### config.mk
export PLATFORM = sky130hd
export DESIGN_NAME = kepler_equation_solver
export DESIGN_NICKNAME = d
export VERILOG_FILES = /design/src/design/keq_pkg.sv /design/src/design/kepler_equation_solver.sv /design/src/design/keq_divider.sv
export VERILOG_INCLUDE_DIRS = /design/src /design/src/design
export SDC_FILE = /design/constraint.sdc
export NUM_CORES = 2
export LEC_CHECK = 0
export BUFFER_PORTS_ARGS = -buffer_cell sky130_fd_sc_hd__buf_2
export CORE_MARGIN = 10
export CORE_UTILIZATION = 31
export CTS_CLUSTER_SIZE = 30
export DETAILED_ROUTE_END_ITERATION = 8
export PLACE_DENSITY = 0.48
export SLEW_MARGIN = 20
export SYNTH_ARGS = -nofsm -noshare
export SYNTH_HDL_FRONTEND = slang
export SYNTH_HIERARCHICAL = 1
export SYNTH_SLANG_ARGS = --single-unit
### constraint.sdc
create_clock -name clk -period 10.4 [get_ports clk]
set_input_delay 1.04 -clock clk [delete_from_list [all_inputs] [get_ports clk]]
set_output_delay 1.04 -clock clk [all_outputs]
set_load 0.05 [all_outputs]
### src/design/kepler_equation_solver_defines.svh
// Assertion macros for the Kepler equation solver
`ifndef KEPLER_EQUATION_SOLVER_DEFINES_SVH
`define KEPLER_EQUATION_SOLVER_DEFINES_SVH

// same-cycle implication, reset masks the check
`define KEQ_ASSERT_NOW(lbl, ante, cons) \
	lbl: assert property (@(posedge clk) disable iff (!arst_n) (ante) |-> (cons)) \
		else $error("keq assertion failed");

// next-cycle implication
`define KEQ_ASSERT_NEXT(lbl, ante, cons) \
	lbl: assert property (@(posedge clk) disable iff (!arst_n) (ante) |=> (cons)) \
		else $error("keq assertion failed");

`endif

### src/design/keq_pkg.sv
// Package: constants, types and tables of the Kepler equation solver
package keq_pkg;
	localparam int ANGLE_BITS = 32;
	localparam int ECC_BITS = 16;
	localparam int CORDIC_STAGES = 30;
	localparam int XY_BITS = 33;
	localparam int PROD_BITS = 2 * XY_BITS;
	localparam int QUO_BITS = 62;

	localparam logic [15:0] ECC_LIMIT = 16'd64880;
	localparam logic [5:0] STEP_CAP = 6'd32;
	localparam logic [XY_BITS-1:0] ONE_Q30 = 33'd1073741824;
	localparam logic [XY_BITS-1:0] CORDIC_START = 33'd652032874;
	localparam logic [XY_BITS-1:0] INV_TWO_PI_Q32 = 33'd683565276;

	localparam logic [1:0] REG_ECC = 2'd0;
	localparam logic [1:0] REG_MAX_ITER = 2'd1;
	localparam logic [1:0] REG_TOL = 2'd2;

	typedef enum logic [3:0] {
		S_IDLE, S_ROT, S_MUL_S, S_MUL_C, S_TERM, S_RES, S_DIV, S_UPD, S_DONE
	} state_t;

	localparam logic [31:0] ATAN_TURNS [CORDIC_STAGES] = '{
		32'd536870912, 32'd316933406, 32'd167458907, 32'd85004756, 32'd42667331,
		32'd21354465, 32'd10679838, 32'd5340245, 32'd2670163, 32'd1335087,
		32'd667544, 32'd333772, 32'd166886, 32'd83443, 32'd41722, 32'd20861,
		32'd10430, 32'd5215, 32'd2608, 32'd1304, 32'd652, 32'd326, 32'd163,
		32'd81, 32'd41, 32'd20, 32'd10, 32'd5, 32'd3, 32'd1
	};
endpackage

### src/design/kepler_equation_solver.sv
// Top level: Newton-Raphson Kepler solver on a shared CORDIC, multiplier and divider
//
//  channel  | dir | handshake             | payload
//  s_axis   | in  | tvalid/tready         | tdata[31:0] mean_anomaly
//  m_axis   | out | tvalid/tready         | tdata[37:32] steps, [31:0] anomaly; tuser conv
//  cfg      | in  | we, no wait           | index, data
//
// Each Newton step runs 30 CORDIC rotations, three passes through the shared multiplier,
// a residual step, a wait on the bit-serial divider and an update step.
// An item takes at most 32 Newton steps. Input is taken only when idle.
// The finished result sits in an output register; the next request may be accepted
// while it waits. Asynchronous active-low reset, no clearing pass.
`include "kepler_equation_solver_defines.svh"

module kepler_equation_solver (
	input  logic        clk,
	input  logic        arst_n,
	input  logic        s_axis_tvalid,
	output logic        s_axis_tready,
	input  logic [31:0] s_axis_tdata,   // [31:0] mean_anomaly
	output logic        m_axis_tvalid,
	input  logic        m_axis_tready,
	output logic [39:0] m_axis_tdata,   // [31:0] eccentric_anomaly, [37:32] steps_taken, 0
	output logic        m_axis_tuser,   // [0] converged
	input  logic        cfg_we,
	input  logic [1:0]  cfg_index,
	input  logic [15:0] cfg_data
);
	import keq_pkg::*;

	state_t state_q, state_d;

	logic [15:0] ecc_cfg_q, tol_cfg_q;
	logic [5:0]  iter_cfg_q;

	logic [15:0]        ecc_q, tol_q;
	logic [5:0]         limit_q, steps_q;
	logic [31:0]        m_q, e_q;
	logic [XY_BITS-1:0] x_q, y_q, z_q;
	logic               flip_q;
	logic [4:0]         stage_q;
	logic [PROD_BITS-1:0] prod_q;
	logic [XY_BITS-1:0] es_q, ec_q;
	logic               rneg_q;
	logic               conv_q;

	logic        out_valid_q, out_conv_q;
	logic [31:0] out_e_q;
	logic [5:0]  out_steps_q;

	logic                 accept, out_free;
	logic signed [XY_BITS-1:0] mul_a, mul_b;
	logic signed [XY_BITS-1:0] xs, ys;
	logic [XY_BITS-1:0]   x_next, y_next, z_next, atan_ext;
	logic [31:0]          load_angle, e_new;
	logic [XY_BITS-1:0]   load_z;
	logic                 load_flip;
	logic                 load_cordic;
	logic [31:0]          e_minus_m;
	logic [XY_BITS-1:0]   diff, term;
	logic [XY_BITS:0]     r_full, d_full;
	logic [31:0]          r_mag, d_val;
	logic                 div_start, div_done;
	logic [QUO_BITS-1:0]  quo;
	logic                 step_conv, last_step;

	keq_divider u_div (
		.clk   (clk),
		.arst_n(arst_n),
		.start (div_start),
		.mag   (r_mag),
		.den   (d_val),
		.done  (div_done),
		.quo   (quo)
	);

	assign accept   = s_axis_tvalid && s_axis_tready;
	assign out_free = !out_valid_q || m_axis_tready;

	// configuration
	always_ff @(posedge clk or negedge arst_n) begin
		if (!arst_n) begin
			ecc_cfg_q  <= '0;
			iter_cfg_q <= 6'd20;
			tol_cfg_q  <= 16'd1;
		end else if (cfg_we) begin
			case (cfg_index)
				REG_ECC:      ecc_cfg_q  <= cfg_data;
				REG_MAX_ITER: iter_cfg_q <= cfg_data[5:0];
				REG_TOL:      tol_cfg_q  <= cfg_data;
				default: ;
			endcase
		end
	end

	// CORDIC stage
	assign xs       = x_q;
	assign ys       = y_q;
	assign atan_ext = {1'b0, ATAN_TURNS[stage_q]};
	always_comb begin
		if (!z_q[XY_BITS-1]) begin
			x_next = XY_BITS'(xs - (ys >>> stage_q));
			y_next = XY_BITS'(ys + (xs >>> stage_q));
			z_next = z_q - atan_ext;
		end else begin
			x_next = XY_BITS'(xs + (ys >>> stage_q));
			y_next = XY_BITS'(ys - (xs >>> stage_q));
			z_next = z_q + atan_ext;
		end
	end

	// second and third quarter turns are folded by a half turn
	assign load_angle  = (state_q == S_IDLE) ? s_axis_tdata : e_new;
	assign load_flip   = load_angle[31] ^ load_angle[30];
	assign load_z      = load_flip ? {~load_angle[31], ~load_angle[31], load_angle[30:0]}
	                               : {load_angle[31], load_angle};
	assign load_cordic = accept || (state_q == S_UPD && !last_step);

	// shared multiplier operand select
	always_comb begin
		case (state_q)
			S_MUL_S: begin
				mul_a = {17'd0, ecc_q};
				mul_b = flip_q ? XY_BITS'(-ys) : ys;
			end
			S_MUL_C: begin
				mul_a = {17'd0, ecc_q};
				mul_b = flip_q ? XY_BITS'(-xs) : xs;
			end
			default: begin
				mul_a = es_q;
				mul_b = INV_TWO_PI_Q32;
			end
		endcase
	end

	// residual and slope
	assign e_minus_m = e_q - m_q;
	assign diff   = {e_minus_m[31], e_minus_m};
	assign term   = prod_q[62:30];
	assign r_full = {diff[XY_BITS-1], diff} - {term[XY_BITS-1], term};
	assign r_mag  = r_full[XY_BITS] ? 32'(-r_full) : r_full[31:0];
	assign d_full = {ONE_Q30[XY_BITS-1], ONE_Q30} - {ec_q[XY_BITS-1], ec_q};
	assign d_val  = (d_full[XY_BITS] || d_full == '0) ? 32'd1 : d_full[31:0];
	assign div_start = (state_q == S_RES);

	assign e_new     = rneg_q ? (e_q + quo[31:0]) : (e_q - quo[31:0]);
	assign step_conv = (quo < {46'd0, tol_q});
	assign last_step = step_conv || ((steps_q + 6'd1) == limit_q);

	// next state
	always_comb begin
		state_d = state_q;
		case (state_q)
			S_IDLE:  if (accept) state_d = S_ROT;
			S_ROT:   if (stage_q == 5'(CORDIC_STAGES - 1)) state_d = S_MUL_S;
			S_MUL_S: state_d = S_MUL_C;
			S_MUL_C: state_d = S_TERM;
			S_TERM:  state_d = S_RES;
			S_RES:   state_d = S_DIV;
			S_DIV:   if (div_done) state_d = S_UPD;
			S_UPD:   state_d = last_step ? S_DONE : S_ROT;
			S_DONE:  if (out_free) state_d = S_IDLE;
			default: state_d = S_IDLE;
		endcase
	end

	always_ff @(posedge clk or negedge arst_n) begin
		if (!arst_n) begin
			state_q     <= S_IDLE;
			out_valid_q <= 1'b0;
		end else begin
			state_q <= state_d;
			if (state_q == S_DONE && out_free)
				out_valid_q <= 1'b1;
			else if (m_axis_tready)
				out_valid_q <= 1'b0;
		end
	end

	// datapath
	always_ff @(posedge clk) begin
		if (accept) begin
			m_q     <= s_axis_tdata;
			e_q     <= s_axis_tdata;
			steps_q <= '0;
			ecc_q   <= (ecc_cfg_q > ECC_LIMIT) ? ECC_LIMIT : ecc_cfg_q;
			tol_q   <= tol_cfg_q;
			if (iter_cfg_q == '0)
				limit_q <= 6'd1;
			else if (iter_cfg_q > STEP_CAP)
				limit_q <= STEP_CAP;
			else
				limit_q <= iter_cfg_q;
		end
		if (load_cordic) begin
			x_q     <= CORDIC_START;
			y_q     <= '0;
			z_q     <= load_z;
			flip_q  <= load_flip;
			stage_q <= '0;
		end else if (state_q == S_ROT) begin
			x_q     <= x_next;
			y_q     <= y_next;
			z_q     <= z_next;
			stage_q <= stage_q + 5'd1;
		end
		if (state_q == S_MUL_S || state_q == S_MUL_C || state_q == S_TERM)
			prod_q <= PROD_BITS'(mul_a * mul_b);
		if (state_q == S_MUL_C)
			es_q <= prod_q[48:16];
		if (state_q == S_TERM)
			ec_q <= prod_q[48:16];
		if (state_q == S_RES)
			rneg_q <= r_full[XY_BITS];
		if (state_q == S_UPD) begin
			e_q     <= e_new;
			steps_q <= steps_q + 6'd1;
			conv_q  <= step_conv;
		end
		if (state_q == S_DONE && out_free) begin
			out_e_q     <= e_q;
			out_steps_q <= steps_q;
			out_conv_q  <= conv_q;
		end
	end

	assign s_axis_tready = (state_q == S_IDLE);
	assign m_axis_tvalid = out_valid_q;
	assign m_axis_tdata  = {2'b00, out_steps_q, out_e_q};
	assign m_axis_tuser  = out_conv_q;

	`KEQ_ASSERT_NEXT(a_accept_starts, accept, state_q == S_ROT && stage_q == 5'd0)
	`KEQ_ASSERT_NOW(a_div_in_wait, div_done, state_q == S_DIV)
	`KEQ_ASSERT_NOW(a_steps_range, m_axis_tvalid, out_steps_q != 6'd0 && out_steps_q <= STEP_CAP)
endmodule

### src/design/keq_divider.sv
// Restoring divider, one quotient bit per cycle: quo = (mag << 30) / den
module keq_divider (
	input  logic                         clk,
	input  logic                         arst_n,
	input  logic                         start,
	input  logic [31:0]                  mag,
	input  logic [31:0]                  den,
	output logic                         done,
	output logic [keq_pkg::QUO_BITS-1:0] quo
);
	import keq_pkg::*;

	logic                busy_q;
	logic                done_q;
	logic [5:0]          cnt_q;
	logic [31:0]         rem_q;
	logic [31:0]         den_q;
	logic [QUO_BITS-1:0] num_q;
	logic [32:0]         trial;
	logic                fits;

	assign trial = {rem_q, num_q[QUO_BITS-1]};
	assign fits  = (trial >= {1'b0, den_q});

	always_ff @(posedge clk or negedge arst_n) begin
		if (!arst_n) begin
			busy_q <= 1'b0;
			done_q <= 1'b0;
			cnt_q  <= '0;
		end else begin
			done_q <= 1'b0;
			if (start) begin
				busy_q <= 1'b1;
				cnt_q  <= '0;
			end else if (busy_q) begin
				cnt_q <= cnt_q + 6'd1;
				if (cnt_q == 6'(QUO_BITS - 1)) begin
					busy_q <= 1'b0;
					done_q <= 1'b1;
				end
			end
		end
	end

	always_ff @(posedge clk) begin
		if (start) begin
			rem_q <= '0;
			den_q <= den;
			num_q <= {mag, 30'd0};
		end else if (busy_q) begin
			rem_q <= fits ? 32'(trial - {1'b0, den_q}) : trial[31:0];
			num_q <= {num_q[QUO_BITS-2:0], fits};
		end
	end

	assign done = done_q;
	assign quo  = num_q;
endmodule
After elaboration in Yosys (flattened, before gate mapping)
Memory sizes are Yosys's and may differ from the RTL's.
Index checks and enable logic that the tools add are counted.
- bitwise logic cells: 3
- muxes and demuxes: 39
- reduce and logical (&&, ||, !) cells: 25
- div/mod/pow operators: 0
- equal/unequal tests: 17
- order comparisons: 5
- shifts and indexed selects: 2
- multiply operators: 1
- add/sub/neg operators: 18
- operator list (kind ; count):
    $mux W33 ; 9
    $mux W32 ; 8
    $mux W62 ; 2
    $sub A32 B32 Y32 ; 3
    $add A33 B33 Y33 ; 2
    $neg A33 Y33 ; 2
    $pmux W33 S2 ; 1
    $sshr A33 B5 Y33 ; 2
    $sub A33 B33 Y33 ; 2
    $mul A33 B33 Y63 ; 1
    $lt A62 B16 Y1 ; 1
    $pmux W4 S9 ; 1
    $logic_not A34 Y1 ; 1
    $sub A32 B33 Y34 ; 1
    $sub A32 B33 Y34 const A ; 1
    $add A33 B32 Y33 ; 1
    $ge A33 B32 Y1 ; 1
    $sub A33 B32 Y33 ; 1
    $add A32 B32 Y32 ; 1
    $neg A32 Y32 ; 1
    $mux W6 ; 5
    $mux W4 ; 5
    $eq A4 B3 Y1 const B ; 4
    $gt A16 B16 Y1 const B ; 1
    28 further kinds ; 53
- latch bits: 0
- word-level logic and storage cells: 143
- input bits: 55
- output and inout port bits: 43
- memories kept: 1
- bits in read-only memories: 1024
- register bits: 560
- RAM bits: 0
- memories (name ; depth ; bits a word ; read ports ; clocked after Yosys merged registers in ; wr ports ; line ; source):
    (no name shown) ; 32 ; 32 ; 1 ; 0 ; 0 ; kepler_equation_solver.sv:99 ; assign atan_ext = {1'b0, ATAN_TURNS[stage_q]};

Depth between registers and ports, before layout
- depth in word-level cells: 8
- gate-level depth with buffers: 39
- gate-level depth less buffers: 38

Cells and area by module
The synthesis kept the hierarchy.
- by module, submodules not included (module ; cells each ; times used ; area an instance (um^2) ; seq. area each (um^2)):
    kepler_equation_solver ; 7306 ; 1 ; 68689.6 ; 11389.7
    keq_divider ; 662 ; 1 ; 6952.9 ; 3363.2

Worst setup path before layout
No wires, ideal clock.
- kind: flip-flop to flip-flop
- start point: register state_q[2]
- end point: register prod_q[62] (data pin)
- setup slack: 681 ps
- data required time: 10139 ps
- arrival: 9458 ps
- path buffers: 3
- clock period less this slack: 9719 ps
- library setup time: 261 ps
- cell stages (with the launch flop): 36
- path through: dfrtp_1 clkbuf_1 nor2_1 nand3_1 inv_1 clkbuf_1 nand2_1 o211ai_1 clkbuf_1 nand2_1 fa_1 fa_1 inv_1 fa_1 inv_1 fa_1 inv_1 fa_1 fa_1 fa_1 inv_1 fa_1 inv_1 ha_1 a21o_1 a21o_1 a21oi_1 o21ai_0 nor3b_1 o21ai_1 and3b_1 a21oi_1 a21oi_1 a211oi_1 o211ai_1 o311a_1
- cells in the longest elaborated chain, start to end: 4
- elaborated cells on any way between the ends: 6
- classes of those cells: mul (1); eq/ne (2); mux (2); reduce/logical (1)
- RTL lines (what ; line ; source):
    start: declaration ; kepler_equation_solver.sv:31 ; state_t state_q, state_d;
    start signal: assignment ; kepler_equation_solver.sv:173 ; state_q <= state_d;
    $eq A4 B2 Y1 ; kepler_equation_solver.sv:121 ; case (state_q)
    $reduce_or A2 Y1 (no source line) ; - ;
    $mux W33 ; kepler_equation_solver.sv:121 ;
    $mul A33 B33 Y63 * ; kepler_equation_solver.sv:209 ; prod_q <= PROD_BITS'(mul_a * mul_b);
    end signal: assignment ; kepler_equation_solver.sv:209 ;
    end: declaration ; kepler_equation_solver.sv:42 ; logic [PROD_BITS-1:0] prod_q;
Every way passes the cells marked *; elsewhere a longest branch is shown, timed or not.
A chain may end at the register's enable or synchronous reset.

Final worst setup path
- start point: register y_q[7]
- end point: register prod_q[62] (data pin)
- cells in the longest elaborated chain, start to end: 4
- RTL lines (what ; line ; source):
    start: declaration ; kepler_equation_solver.sv:39 ; logic [XY_BITS-1:0] x_q, y_q, z_q;
    start signal: assignment ; kepler_equation_solver.sv:204 ; y_q <= y_next;
    $neg A33 Y33 ; kepler_equation_solver.sv:124 ; mul_b = flip_q ? XY_BITS'(-ys) : ys;
    $mux W33 * ; kepler_equation_solver.sv:124 ;
    $pmux W33 S2 * ; kepler_equation_solver.sv:121 ;
    $mul A33 B33 Y63 * ; kepler_equation_solver.sv:209 ;
Marks and branches as above.

==> results.md <==
* Status: finished clean
* P&R area growth vs syn at 11.60%
* CP arrival at 10.43 ns
* Hold Path End: m_axis_tuser
* Hold Fails Final Rpt at 0
* GRT overflow at 0
* Reg2Reg Setup Slack at 0.41 ns
* Period utilization at 0.9606
* Post-DR wirelength/cell at 21.52 um
* Util after Layout at 0.3474
* Min Tclk post-route at 9.991 ns
* DR iter-0 viols at 4034
* Headroom to the max-slew limit at 0.2307
* Number of synthesized flops with an enable pin at 360
* NumNets Final at 9972
* Cell repeated most along the worst path: fa_1
* Layout cells sized above 1 at 0.08672
* DR vias at 57560
* Clock latency on the worst-skew pair at 0.69 ns
* Max-slew violations at 0
* I/O pin count at 98
* # setup viols final at 0
* Req. time, crit path at 10.84 ns
* Worst path max stage delay at 0.59 ns
* Row count at 181
* Share of the yosys chip area belonging to registers at 0.1950
* Post-CTS setup buffers at 0
* H-Tree Level Count at 3
* Setup ws final at 0.4095 ns
* Worst r2r path cells at 35
* Clk sink count at 544
* DR DRC count at 0
* Total CTS buffers at 70
* Most common flop cell mapped by yosys: edfxtp_1
* Clk buf depth at 3
* Layout Skew at 0.03510 ns
* DP HPWL at 205.7 mm
* Synth cell types at 122
* Clock root buffer master: clkbuf_16
* Async SR Flop Fraction at 0.09375
* WS Path Type: flip-flop to flip-flop
* Worst-Margin Slew at 1.143 ns
* Via density at 4.957
* Yosys warnings at 6
* Mapped Cells at 7968
* WHS Path Cells at 0
* Synthesized flop and latch total at 544
* Min-delay src: conv_q
* Synthesized area per cell at 9.493 um^2
* First-pass GRT wire length at 379.0 mm
* Resized cells post-CTS at 0
* Critical path startpoint category: flip-flop
* Reg clk slew, reported paths at 0.06 ns
* Vias in the first global route at 59830
* Worst r2r src: y_q[7]
* Setup crit end kind: flip-flop
* Final antenna-violating net count at 0
* Number of max-cap violations at 0
* Die ar. at 264200 um^2
* CP max-delay cell: or4_1
* Core ar. at 243000 um^2
* RePlAce Congestion at 0.9189
* Antenna violations before repair at 12
* Cell Area, Synth at 75640 um^2
* F_max at 0.1001 GHz
* Hold Crit Class: flip-flop to flip-flop
* Worst Path Max Fanout at 11
* Post-Route WL at 249.9 mm
* DIE WIDTH at 514.0 um
* Pre-Repair DR Iteration Count at 5
* CTS tree: built
* GRT Resource Usage Total at 0.1866
* Die Ht at 514.0 um
* Largest net degree at the start of global routing at 118
* Hold Buf Count CTS at 0
* IO Port Bufs at 95
* Reg2reg end: prod_q[62]
* Initial core utilization at 0.3113
* Post-place setup slack at 0.1555 ns
* Crit. Startpoint: y_q[7]
per-layer routing:
metal | track usage | wire length (um) | vias up
met2 | 0.3046 | 114500 | 1668
li1 | - | - | 26580
met1 | 0.2574 | 112900 | 28960
met4 | 0.05935 | 8766 | 2
met5 | 0 | 7 | -
met3 | 0.02346 | 13710 | 345
state kept, by name (all words and copies together) (netlist names), 4 cells and up:
signal	flops
e_q	32
ec_q	33
ecc_cfg_q	16
ecc_q	16
es_q	33
iter_cfg_q	6
limit_q	6
m_q	32
out_e_q	32
out_steps_q	6
prod_q	47
stage_q	5
state_q	4
steps_q	6
tol_cfg_q	16
tol_q	16
u_div/cnt_q	6
u_div/den_q	32
u_div/quo	62
u_div/rem_q	32
x_q	33
y_q	33
z_q	33
critical path, delay by kind of cell, from the launching register on:
family,cells,cell delay (ns)
flip-flops,1,0.31
adder cells (fa/ha/maj),9,4.31
XOR/XNOR,1,0.09
AO/OA/AOI/OAI,9,2.08
AND/OR/NAND/NOR,8,2.08
buffers and inverters,8,0.87
worst max path at each step:
stage | end | slack [ns] | depth (start not counted)
detailed placement | prod_q[58] | 0.16 | 38
CTS | prod_q[54] | 0.1 | 34
finish | prod_q[62] | 0.41 | 35
global route | prod_q[47] | -0.04 | 37
floorplan | prod_q[62] | 0.68 | 35
global placement | prod_q[58] | 0.21 | 38
cell type report:
type                       count  area [um^2]
antenna                        4        10.01
clock inverter                47        493.0
inverter                    1343         5041
clock buffer                  83         1947
fill                       24940       158600
timing repair buffer         347         2566
tap                         3202         4006
multi-input combinational   6042        55580
sequential                   544        14770
cells in the mapped netlist, drive strengths merged, types with 79 or more instances:
cell type / number / area share
a21o: 126 / 0.013
nand3: 79 / 0.0052
a21oi: 392 / 0.026
inv: 1342 / 0.067
mux2i: 152 / 0.020
nor3: 97 / 0.0066
and2: 100 / 0.0083
fa: 1101 / 0.29
o21ai: 277 / 0.018
edfxtp: 360 / 0.14
ha: 468 / 0.077
dfxtp: 133 / 0.035
clkbuf: 251 / 0.012
buf: 93 / 0.0076
mux4: 82 / 0.024
nand2: 765 / 0.038
nor2: 614 / 0.031
xor2: 235 / 0.027
xnor2: 267 / 0.031
cell usage in the layout (no fill, tap or decap), types with 53 or more instances in the layout:
cell type / synthesis / routed
inv_1: 1337 / 1334
fa_1: 1101 / 1101
nand2_1: 765 / 764
nor2_1: 612 / 610
ha_1: 468 / 468
a21oi_1: 391 / 387
edfxtp_1: 360 / 360
conb_1: 2 / 307
xnor2_1: 266 / 266
o21ai_0: 256 / 254
buf_4: 11 / 236
xor2_1: 234 / 234
mux2i_1: 151 / 151
dfxtp_1: 133 / 128
a21o_1: 125 / 125
and2_1: 99 / 99
buf_2: 36 / 95
nor3_1: 95 / 92
mux4_2: 82 / 82
nand3_1: 79 / 79
nand2b_1: 75 / 75
clkbuf_16: 0 / 75
a211oi_1: 68 / 67
mux2_2: 64 / 64
o21a_1: 60 / 60
nor2b_1: 58 / 56
a31oi_1: 53 / 53
cell families (layout without fill, tap and decap cells):
kind of cell	after synthesis	in the layout	share of synthesized area
other cells	2	311	0.00009928
flops	544	544	0.1950
compound gates	1321	1321	0.1126
fa+ha+maj	1569	1569	0.3688
simple gates	2040	2040	0.1232
buf+inv	1687	1820	0.08674
mux	303	303	0.05516
xor+xnor	502	502	0.05832
per-stage QoR:
step | setup TNS [ns] | instance area (um^2) | cells | hold slack (ns)
4_1_cts | 0 | 84320 | 11610 | 0.4234
3_5_place_dp | 0 | 81880 | 11480 | 0.4071
5_1_grt | -0.08162 | 84410 | 11610 | 0.4376
6_report | 0 | 84410 | 11610 | 0.4175
2_1_floorplan | 0 | 76790 | 8273 | 0.4003
3_3_place_gp | 0 | 81880 | 11480 | 0.4225
Power is not shown: default switching activity piles up to over one toggle a cycle in this logic, so the estimate is an artifact.
